### src/sv/assert_macros.svh
// assertion macros used by the top-level rtl file
`ifndef ASSERT_MACROS_SVH
`define ASSERT_MACROS_SVH

`ifndef SYNTHESIS

// same-cycle implication, checked out of reset
`define XSFB_ASSERT_IMPL(label, clk, rst_n, ante, cons) \
  label: assert property (@(posedge clk) disable iff (!rst_n) (ante) |-> (cons)) \
    else $error("xsfb assertion failed");

// next-cycle implication, checked out of reset
`define XSFB_ASSERT_NEXT(label, clk, rst_n, ante, cons) \
  label: assert property (@(posedge clk) disable iff (!rst_n) (ante) |=> (cons)) \
    else $error("xsfb assertion failed");

`else

`define XSFB_ASSERT_IMPL(label, clk, rst_n, ante, cons)
`define XSFB_ASSERT_NEXT(label, clk, rst_n, ante, cons)

`endif

`endif

### src/sv/xsfb_pkg.sv
// shared types and constants of the xor sprite framebuffer
package xsfb_pkg;

  localparam int ROW_BITS          = 64;  // stored bits per row
  localparam int LANES             = 8;   // sprite pixels per draw
  localparam int COL_IDX_W         = 6;   // index into a stored row
  localparam int COL_SUM_W         = 7;   // cursor column plus lane offset
  localparam int DEF_SCREEN_WIDTH  = 64;
  localparam int DEF_SCREEN_HEIGHT = 32;

  // what one pixel lane reports to the merge stage
  typedef struct packed {
    logic                 flip;  // pixel is set and on screen
    logic                 hit;   // pixel was already lit
    logic [COL_IDX_W-1:0] col;   // target column
  } lane_res_t;

endpackage

### src/sv/xor_sprite_row_framebuffer_unit.sv
// top level of the one-bit-per-pixel xor sprite framebuffer
// The block keeps a SCREEN_HEIGHT by SCREEN_WIDTH monochrome frame, one row per memory
// word, plus a cursor. Each input beat carries a kind: set position latches the cursor
// (x modulo the width, y modulo the height), draw xors an 8-pixel pattern into the
// cursor row with the pattern msb at the cursor column and pixels past the right edge
// dropped, clear zeroes the frame, and read row returns row pos_y modulo the height.
// Every input beat yields exactly one output beat: collision is set only by a draw that
// turned a lit pixel off, row_pixels carries data only for read row, bit i being
// column i. The row memory is read with a registered port at the acceptance edge,
// then eight pixel lanes plus a merge stage work on the registered row, which is
// written back when a draw completes, so in_ready returns the cycle after an item
// completes. An item completes only when the output register is free, and in_ready
// does not wait for the output beat to be taken, so one result may sit in the output
// register while the next item is accepted. Clear takes no sweep: each row has a
// valid bit that reset and clear drop at once, and a row that is not valid reads as
// zero.
`include "assert_macros.svh"

module xor_sprite_row_framebuffer_unit #(
  parameter int SCREEN_WIDTH  = xsfb_pkg::DEF_SCREEN_WIDTH,
  parameter int SCREEN_HEIGHT = xsfb_pkg::DEF_SCREEN_HEIGHT
) (
  input  logic        clk,
  input  logic        rst_n,
  input  logic        in_valid,
  output logic        in_ready,
  input  logic [1:0]  in_kind,
  input  logic [7:0]  in_pos_x,
  input  logic [7:0]  in_pos_y,
  input  logic [7:0]  in_pattern,
  output logic        out_valid,
  input  logic        out_ready,
  output logic        out_collision,
  output logic [63:0] out_row_pixels
);

  localparam int COL_W = $clog2(SCREEN_WIDTH);
  localparam int ROW_W = (SCREEN_HEIGHT > 1) ? $clog2(SCREEN_HEIGHT) : 1;

  // item kinds
  localparam logic [1:0] KIND_SET_POS = 2'd0;
  localparam logic [1:0] KIND_DRAW    = 2'd1;
  localparam logic [1:0] KIND_CLEAR   = 2'd2;
  localparam logic [1:0] KIND_READ    = 2'd3;

  // modulo tables for the 8-bit coordinates, built at elaboration
  logic [COL_W-1:0] x_mod_tab [256];
  logic [ROW_W-1:0] y_mod_tab [256];

  for (genvar g = 0; g < 256; g++) begin : g_mod_tab
    assign x_mod_tab[g] = COL_W'(g % SCREEN_WIDTH);
    assign y_mod_tab[g] = ROW_W'(g % SCREEN_HEIGHT);
  end

  // item register and cursor
  logic             item_vld_r,  item_vld_nxt;
  logic [1:0]       item_kind_r;
  logic [COL_W-1:0] item_col_r;
  logic [ROW_W-1:0] item_row_r;
  logic [7:0]       item_pat_r;
  logic [COL_W-1:0] cursor_col_r, cursor_col_nxt;
  logic [ROW_W-1:0] cursor_row_r, cursor_row_nxt;

  // output register
  logic                          out_vld_r, out_vld_nxt;
  logic                          out_collision_r, out_collision_nxt;
  logic [xsfb_pkg::ROW_BITS-1:0] out_row_r, out_row_nxt;

  logic                          accept;
  logic                          done;
  logic                          rd_en;
  logic [ROW_W-1:0]              rd_addr;
  logic [xsfb_pkg::ROW_BITS-1:0] rd_data;
  logic                          wr_en;
  logic                          clr;
  logic [xsfb_pkg::ROW_BITS-1:0] new_row;
  logic                          draw_hit;

  xsfb_pkg::lane_res_t [xsfb_pkg::LANES-1:0] lanes;

  // one item in flight; it finishes once the output register can take its result
  assign in_ready = !item_vld_r;
  assign accept   = in_valid & in_ready;
  assign done     = item_vld_r & (!out_vld_r | out_ready);

  // draw reads the cursor row, read row reads the requested row
  assign rd_en   = accept & ((in_kind == KIND_DRAW) | (in_kind == KIND_READ));
  assign rd_addr = (in_kind == KIND_DRAW) ? cursor_row_r : y_mod_tab[in_pos_y];

  always_ff @(posedge clk) begin
    if (accept) begin
      item_kind_r <= in_kind;
      item_col_r  <= x_mod_tab[in_pos_x];
      item_row_r  <= y_mod_tab[in_pos_y];
      item_pat_r  <= in_pattern;
    end
  end

  xsfb_rowstore #(
    .DEPTH (SCREEN_HEIGHT),
    .AW    (ROW_W)
  ) u_rowstore (
    .clk     (clk),
    .rst_n   (rst_n),
    .rd_en   (rd_en),
    .rd_addr (rd_addr),
    .rd_data (rd_data),
    .wr_en   (wr_en),
    .wr_addr (cursor_row_r),
    .wr_data (new_row),
    .clr     (clr)
  );

  // one lane per pattern pixel, msb at the cursor column
  for (genvar i = 0; i < xsfb_pkg::LANES; i++) begin : g_lane
    xsfb_lane #(
      .SCREEN_WIDTH (SCREEN_WIDTH),
      .COL_W        (COL_W),
      .LANE         (i)
    ) u_lane (
      .cursor_col (cursor_col_r),
      .pat_bit    (item_pat_r[xsfb_pkg::LANES-1-i]),
      .row        (rd_data),
      .res        (lanes[i])
    );
  end

  xsfb_merge u_merge (
    .row       (rd_data),
    .lanes     (lanes),
    .new_row   (new_row),
    .collision (draw_hit)
  );

  // completion: state update and result for the pending item
  always_comb begin
    item_vld_nxt      = item_vld_r;
    cursor_col_nxt    = cursor_col_r;
    cursor_row_nxt    = cursor_row_r;
    out_vld_nxt       = out_vld_r & !out_ready;
    out_collision_nxt = out_collision_r;
    out_row_nxt       = out_row_r;
    wr_en             = 1'b0;
    clr               = 1'b0;
    if (done) begin
      item_vld_nxt      = 1'b0;
      out_vld_nxt       = 1'b1;
      out_collision_nxt = 1'b0;
      out_row_nxt       = '0;
      unique case (item_kind_r)
        KIND_SET_POS: begin
          cursor_col_nxt = item_col_r;
          cursor_row_nxt = item_row_r;
        end
        KIND_DRAW: begin
          wr_en             = 1'b1;
          out_collision_nxt = draw_hit;
        end
        KIND_CLEAR: begin
          clr = 1'b1;
        end
        KIND_READ: begin
          out_row_nxt = rd_data;
        end
        default: begin
          out_row_nxt = '0;
        end
      endcase
    end
    if (accept) begin
      item_vld_nxt = 1'b1;
    end
  end

  always_ff @(posedge clk) begin
    if (!rst_n) begin
      item_vld_r   <= 1'b0;
      out_vld_r    <= 1'b0;
      cursor_col_r <= '0;
      cursor_row_r <= '0;
    end else begin
      item_vld_r   <= item_vld_nxt;
      out_vld_r    <= out_vld_nxt;
      cursor_col_r <= cursor_col_nxt;
      cursor_row_r <= cursor_row_nxt;
    end
  end

  always_ff @(posedge clk) begin
    out_collision_r <= out_collision_nxt;
    out_row_r       <= out_row_nxt;
  end

  assign out_valid      = out_vld_r;
  assign out_collision  = out_collision_r;
  assign out_row_pixels = out_row_r;

  // an accepted beat blocks the input until it completes
  `XSFB_ASSERT_NEXT(a_accept_holds, clk, rst_n, accept, item_vld_r && !in_ready)
  // a completed item always shows up on the output the next cycle
  `XSFB_ASSERT_NEXT(a_done_to_out, clk, rst_n, done, out_vld_r)
  // the row read never overlaps a write-back or a clear
  `XSFB_ASSERT_IMPL(a_rd_no_wr, clk, rst_n, rd_en, !wr_en && !clr)
  // a collision result never carries row data
  `XSFB_ASSERT_IMPL(a_hit_no_row, clk, rst_n, out_vld_r && out_collision_r, out_row_r == '0)

endmodule

### src/sv/xsfb_lane.sv
// one sprite pixel lane: column, clipping and collision for a single pattern bit
module xsfb_lane #(
  parameter int SCREEN_WIDTH = xsfb_pkg::DEF_SCREEN_WIDTH,
  parameter int COL_W        = 6,
  parameter int LANE         = 0
) (
  input  logic [COL_W-1:0]             cursor_col,
  input  logic                         pat_bit,
  input  logic [xsfb_pkg::ROW_BITS-1:0] row,
  output xsfb_pkg::lane_res_t          res
);

  logic [xsfb_pkg::COL_SUM_W-1:0] col_sum;
  logic                           on_screen;

  assign col_sum   = xsfb_pkg::COL_SUM_W'(cursor_col) + xsfb_pkg::COL_SUM_W'(LANE);
  // clip at the right edge, no wrap
  assign on_screen = col_sum < xsfb_pkg::COL_SUM_W'(SCREEN_WIDTH);

  always_comb begin
    res.col  = col_sum[xsfb_pkg::COL_IDX_W-1:0];
    res.flip = pat_bit & on_screen;
    res.hit  = pat_bit & on_screen & row[col_sum[xsfb_pkg::COL_IDX_W-1:0]];
  end

endmodule

### src/sv/xsfb_merge.sv
// merge stage: folds the lane flips into the row and ors the collisions
module xsfb_merge (
  input  logic [xsfb_pkg::ROW_BITS-1:0]              row,
  input  xsfb_pkg::lane_res_t [xsfb_pkg::LANES-1:0]  lanes,
  output logic [xsfb_pkg::ROW_BITS-1:0]              new_row,
  output logic                                       collision
);

  logic [xsfb_pkg::ROW_BITS-1:0] flip_mask;

  always_comb begin
    flip_mask = '0;
    collision = 1'b0;
    for (int i = 0; i < xsfb_pkg::LANES; i++) begin
      if (lanes[i].flip) begin
        flip_mask[lanes[i].col] = 1'b1;
      end
      collision = collision | lanes[i].hit;
    end
  end

  assign new_row = row ^ flip_mask;

endmodule

### src/sv/xsfb_rowstore.sv
// row memory with registered read and per-row valid bits for instant clear
module xsfb_rowstore #(
  parameter int DEPTH = xsfb_pkg::DEF_SCREEN_HEIGHT,
  parameter int AW    = 5
) (
  input  logic                          clk,
  input  logic                          rst_n,
  input  logic                          rd_en,
  input  logic [AW-1:0]                 rd_addr,
  output logic [xsfb_pkg::ROW_BITS-1:0] rd_data,
  input  logic                          wr_en,
  input  logic [AW-1:0]                 wr_addr,
  input  logic [xsfb_pkg::ROW_BITS-1:0] wr_data,
  input  logic                          clr
);

  logic [xsfb_pkg::ROW_BITS-1:0] mem [DEPTH];
  logic [DEPTH-1:0]              row_vld_r;
  logic [DEPTH-1:0]              row_vld_nxt;
  logic [xsfb_pkg::ROW_BITS-1:0] rd_data_r;
  logic                          rd_vld_r;

  always_ff @(posedge clk) begin
    if (wr_en) begin
      mem[wr_addr] <= wr_data;
    end
    if (rd_en) begin
      rd_data_r <= mem[rd_addr];
      rd_vld_r  <= row_vld_r[rd_addr];
    end
  end

  // a row never written since reset or clear reads as zero
  always_comb begin
    row_vld_nxt = row_vld_r;
    if (clr) begin
      row_vld_nxt = '0;
    end else if (wr_en) begin
      row_vld_nxt[wr_addr] = 1'b1;
    end
  end

  always_ff @(posedge clk) begin
    if (!rst_n) begin
      row_vld_r <= '0;
    end else begin
      row_vld_r <= row_vld_nxt;
    end
  end

  assign rd_data = rd_vld_r ? rd_data_r : '0;

endmodule
### config.mk
export PLATFORM = sky130hd
export DESIGN_NAME = xor_sprite_row_framebuffer_unit
export DESIGN_NICKNAME = d
export VERILOG_FILES = /design/src/sv/xsfb_pkg.sv /design/src/sv/xor_sprite_row_framebuffer_unit.sv /design/src/sv/xsfb_lane.sv /design/src/sv/xsfb_merge.sv /design/src/sv/xsfb_rowstore.sv
export VERILOG_INCLUDE_DIRS = /design/src /design/src/sv
export SDC_FILE = /design/constraint.sdc
export NUM_CORES = 2
export LEC_CHECK = 0
export ABC_AREA = 1
export BUFFER_PORTS_ARGS = -buffer_cell sky130_fd_sc_hd__buf_2
export CORE_ASPECT_RATIO = 0.75
export CORE_MARGIN = 8
export CORE_UTILIZATION = 44
export DETAILED_ROUTE_END_ITERATION = 7
export PLACE_DENSITY = 0.65
export SLEW_MARGIN = 20
export SYNTH_ARGS = -nofsm -noshare
export SYNTH_HDL_FRONTEND = slang
export SYNTH_SLANG_ARGS = --single-unit
### constraint.sdc
create_clock -name clk -period 4.7 [get_ports clk]
set_input_delay 0.705 -clock clk [delete_from_list [all_inputs] [get_ports clk]]
set_output_delay 0.705 -clock clk [all_outputs]
set_load 0.03 [all_outputs]
==> flow_summary.ini <==
[status]
status = finished, final reports clean

[floorplanning]
fp.coreArea_sq_mm = 0.214
ios = 97
dieHeight_um = 417
rows = 147
start_util = 0.442
die_area_sq_mm = 0.230
die_w_um = 551

[routing]
via_per_inst = 6.20
dr.first_iter.drc_count = 10625
drt_first_pass_iters = 8
postRouteAntennaNets = 0
drc = 0
detail_route.wl_per_cell_um = 31.1
vias = 71066
routed_wl_mm = 356

[cells_and_area]
area_growth_pct = 14.9
seq_area_sq_mm = 0.0669
fill_cells = 18537
fin_nets = 8496
final_layout_size_suffix_gt1_frac = 0.110
final_util = 0.508
multiInputGateArea_sq_mm = 0.0255

[worst_setup_path]
r2r_cells = 12
path_depth = 12
reg2reg_slack_ps = 190
critPathMaxFanout = 32
r2r_start = cursor_col_r[1]$_SDFFE_PN0P_
crit_family = simple AND/OR/NAND/NOR gates
slowest_stage = nor3_1
path_buf_inv = 3
cp.arrival_ps = 5100
path_common_cell = nand2_1
max_stage_delay_ps = 610
crit_type = reg2reg
timing.critical_path.to_type = flop
critical_path.cell_chain = clkinv_1, ha_1, nand2_1, nand2_1, xor2_2, inv_2, nand2_1, o22ai_1, nor3_1, nand4_1, nand2_1, buf_4
startpoint_type = flop
r2r_end = u_rowstore.mem[18][15]$_DFFE_PP_
cp-endpoint = u_rowstore.mem[18][15]$_DFFE_PP_
cp.required_ps = 5300
crit_start = cursor_col_r[1]$_SDFFE_PN0P_

[clocking]
cts_tree = done
cts_max_level = 4
cts_buffers = 212
clkLatencyLatePin_ps = 880
clockBufferDepth = 4
cts_resized = 0
cts-root-buf = clkbuf_16
numClockSinks = 2244
path_clk_slew_ps = 70

[yosys]
synth_area_leaders = edfxtp_1 (70%), o21ai_0 (5.7%), nor2_1 (5.5%)
synth_commonest_cells = edfxtp_1 (2199), nor2_1 (1378), nand2_1 (1122)
yosys.area_share.simple = 0.145
muxShareOfSynthArea = 0
yosysMostFrequentCell = edfxtp_1
yosys.area.top_type = edfxtp_1
seq_area_frac_synth = 0.709
yosys.cell_types.count = 41
netlist_area_sq_mm = 0.0944
synth-compound-area-share = 0.109
yosys_warnings = 0
synth_top_family_by_area = simple AND/OR/NAND/NOR gates
synth_top_area_frac = 0.699
synth_xor_xnor_area_share = 0.00674
synth_fp_nets = 8261
async_reset_ff_frac = 0
synth-main-ff-cell = edfxtp_1
synthCells = 8222
synth-seq-cells = 2244
synth_edf_count = 2199
avgSynthCellArea_sq_um = 11.5
synth_fa_ha_area_frac = 0.00119

[sta]
drv_slew = 0
rsz0062_at_grt = false
skew_ps = 77.6
max-slew-margin-rel = 0.143
min_period_over_period = 0.959
period_minus_slack_ps = 4510
finalSetupViolCount = 0
worst_pin_slew_ps = 1280
max_freq_mhz = 222
fin_setup_tns_ps = 0
hold_viol_final = 0

[global_routing]
grt_overflow = 0
grt_max_degree = 133
antenna_found_initial = 14
grt_pass1_vias = 65232
grt_pass1_wl_mm = 493
grt_use_total = 0.298

[power_and_ir_drop]
power_density_mw_per_mm2 = 403
p_leak_nw = 37.2
ir_worst_vdd_mv = 0.372

[worst_hold_path]
hold_path.class = in2reg

[placed_design]
place.gp.congestion = 1.03
dp.final_hpwl_mm = 218
io_buffers = 91

[run]
drv_cap = 0
[cell type report]
type / instances / area share
clock inverter: 116 / 0.00857
clock buffer: 263 / 0.0519
inverter: 165 / 0.00598
multi-input combinational: 5286 / 0.235
sequential: 2244 / 0.617
tap: 2831 / 0.0326
antenna: 5 / 0.000115
timing repair buffer: 548 / 0.0495
[kinds of logic (layout without fill, tap and decap cells)]
kind of cell / Yosys count / in the layout
xor gates and xnor gates: 65 / 65
DFF: 2244 / 2244
other: 0 / 5
adders and majority gates: 9 / 9
AOI/OAI and AO/OA: 1864 / 1864
buffers and inverters: 692 / 1092
and+or+nand+nor: 3348 / 3348
[layer usage]
layer  routed length, um  GRT usage  share of wire  vias up
li1                    -          -              -    30430
met1              150000      0.446           0.42    35579
met2              150000      0.432           0.42     4411
met3               41100     0.0625           0.12      642
met4               14500      0.103          0.041        4
met5                  26          0       0.000073        -
[where the power goes]
part           internal (mW)  total (mW)  switching (mW)
clock                   9.19        16.6            7.46
combinational           1.16        4.60            3.44
sequential              22.4        22.5           0.119
total                   32.7        43.8            11.0
[worst reg2reg max path, cell delays in order (launching register included)]
cell      delay [ps]
dfxtp_1          360
clkinv_1         440
ha_1             480
nand2_1          110
nand2_1          140
xor2_2           460
inv_2            260
nand2_1          400
o22ai_1          130
nor3_1           610
nand4_1          180
nand2_1          290
buf_4            360
[placed cells by master, fill, tap and decap left out, types with 59 or more instances in the layout]
master,instances
nor2_1,1346
o22ai_1,667
buf_12,117
clkbuf_16,216
edfxtp_1,2199
nand3_1,760
inv_1,145
nand2_1,1120
buf_2,91
o21ai_0,1076
a21oi_1,59
buf_4,330
[stage by stage]
stage / cell area [sq um] / power (mW) / worst slack, ps / hold WS (ps) / std cells
after floorplan: 94400 / 25.4 / 99.5 / 435 / 8222
after global placement: 102000 / 27.3 / 520 / 444 / 11064
after detailed placement: 102000 / 27.4 / 354 / 454 / 11064
after CTS: 108000 / 43.8 / 325 / 16.9 / 11453
after global routing: 109000 / 44.9 / 270 / 46.6 / 11453
final: 109000 / 43.8 / 195 / 71.0 / 11458
[registers in the layout, summed over array words and instances, names as in the netlist]
signal	count
u_rowstore.rd_vld_r	1
out_collision	1
item_kind_r	2
item_col_r	6
u_rowstore.mem	2048
item_row_r	5
item_vld_r	1
cursor_col_r	6
out_valid	1
u_rowstore.row_vld_r	32
item_pat_r	8
cursor_row_r	5
u_rowstore.rd_data_r	64
out_row_pixels	64
[timing repair]
action,CTS,global route
buffers inserted,0,0
hold buffers,10,0
hold endpoints to repair,10,0
[worst min-delay path by stage]
| stage | startpoint | end | cells after the start |
|---|---|---|---|
| floorplan | u_rowstore.row_vld_r[10]$_SDFFE_PP0P_ | u_rowstore.row_vld_r[10]$_SDFFE_PP0P_ | 2 |
| global placement | u_rowstore.row_vld_r[21]$_SDFFE_PP0P_ | u_rowstore.row_vld_r[21]$_SDFFE_PP0P_ | 2 |
| detailed placement | u_rowstore.row_vld_r[14]$_SDFFE_PP0P_ | u_rowstore.row_vld_r[14]$_SDFFE_PP0P_ | 2 |
| CTS | in_pattern[6] | item_pat_r[6]$_DFFE_PP_ | 1 |
| global route | in_pattern[6] | item_pat_r[6]$_DFFE_PP_ | 1 |
| finish | in_pattern[6] | item_pat_r[6]$_DFFE_PP_ | 1 |
(Power assumes the default switching activity.)
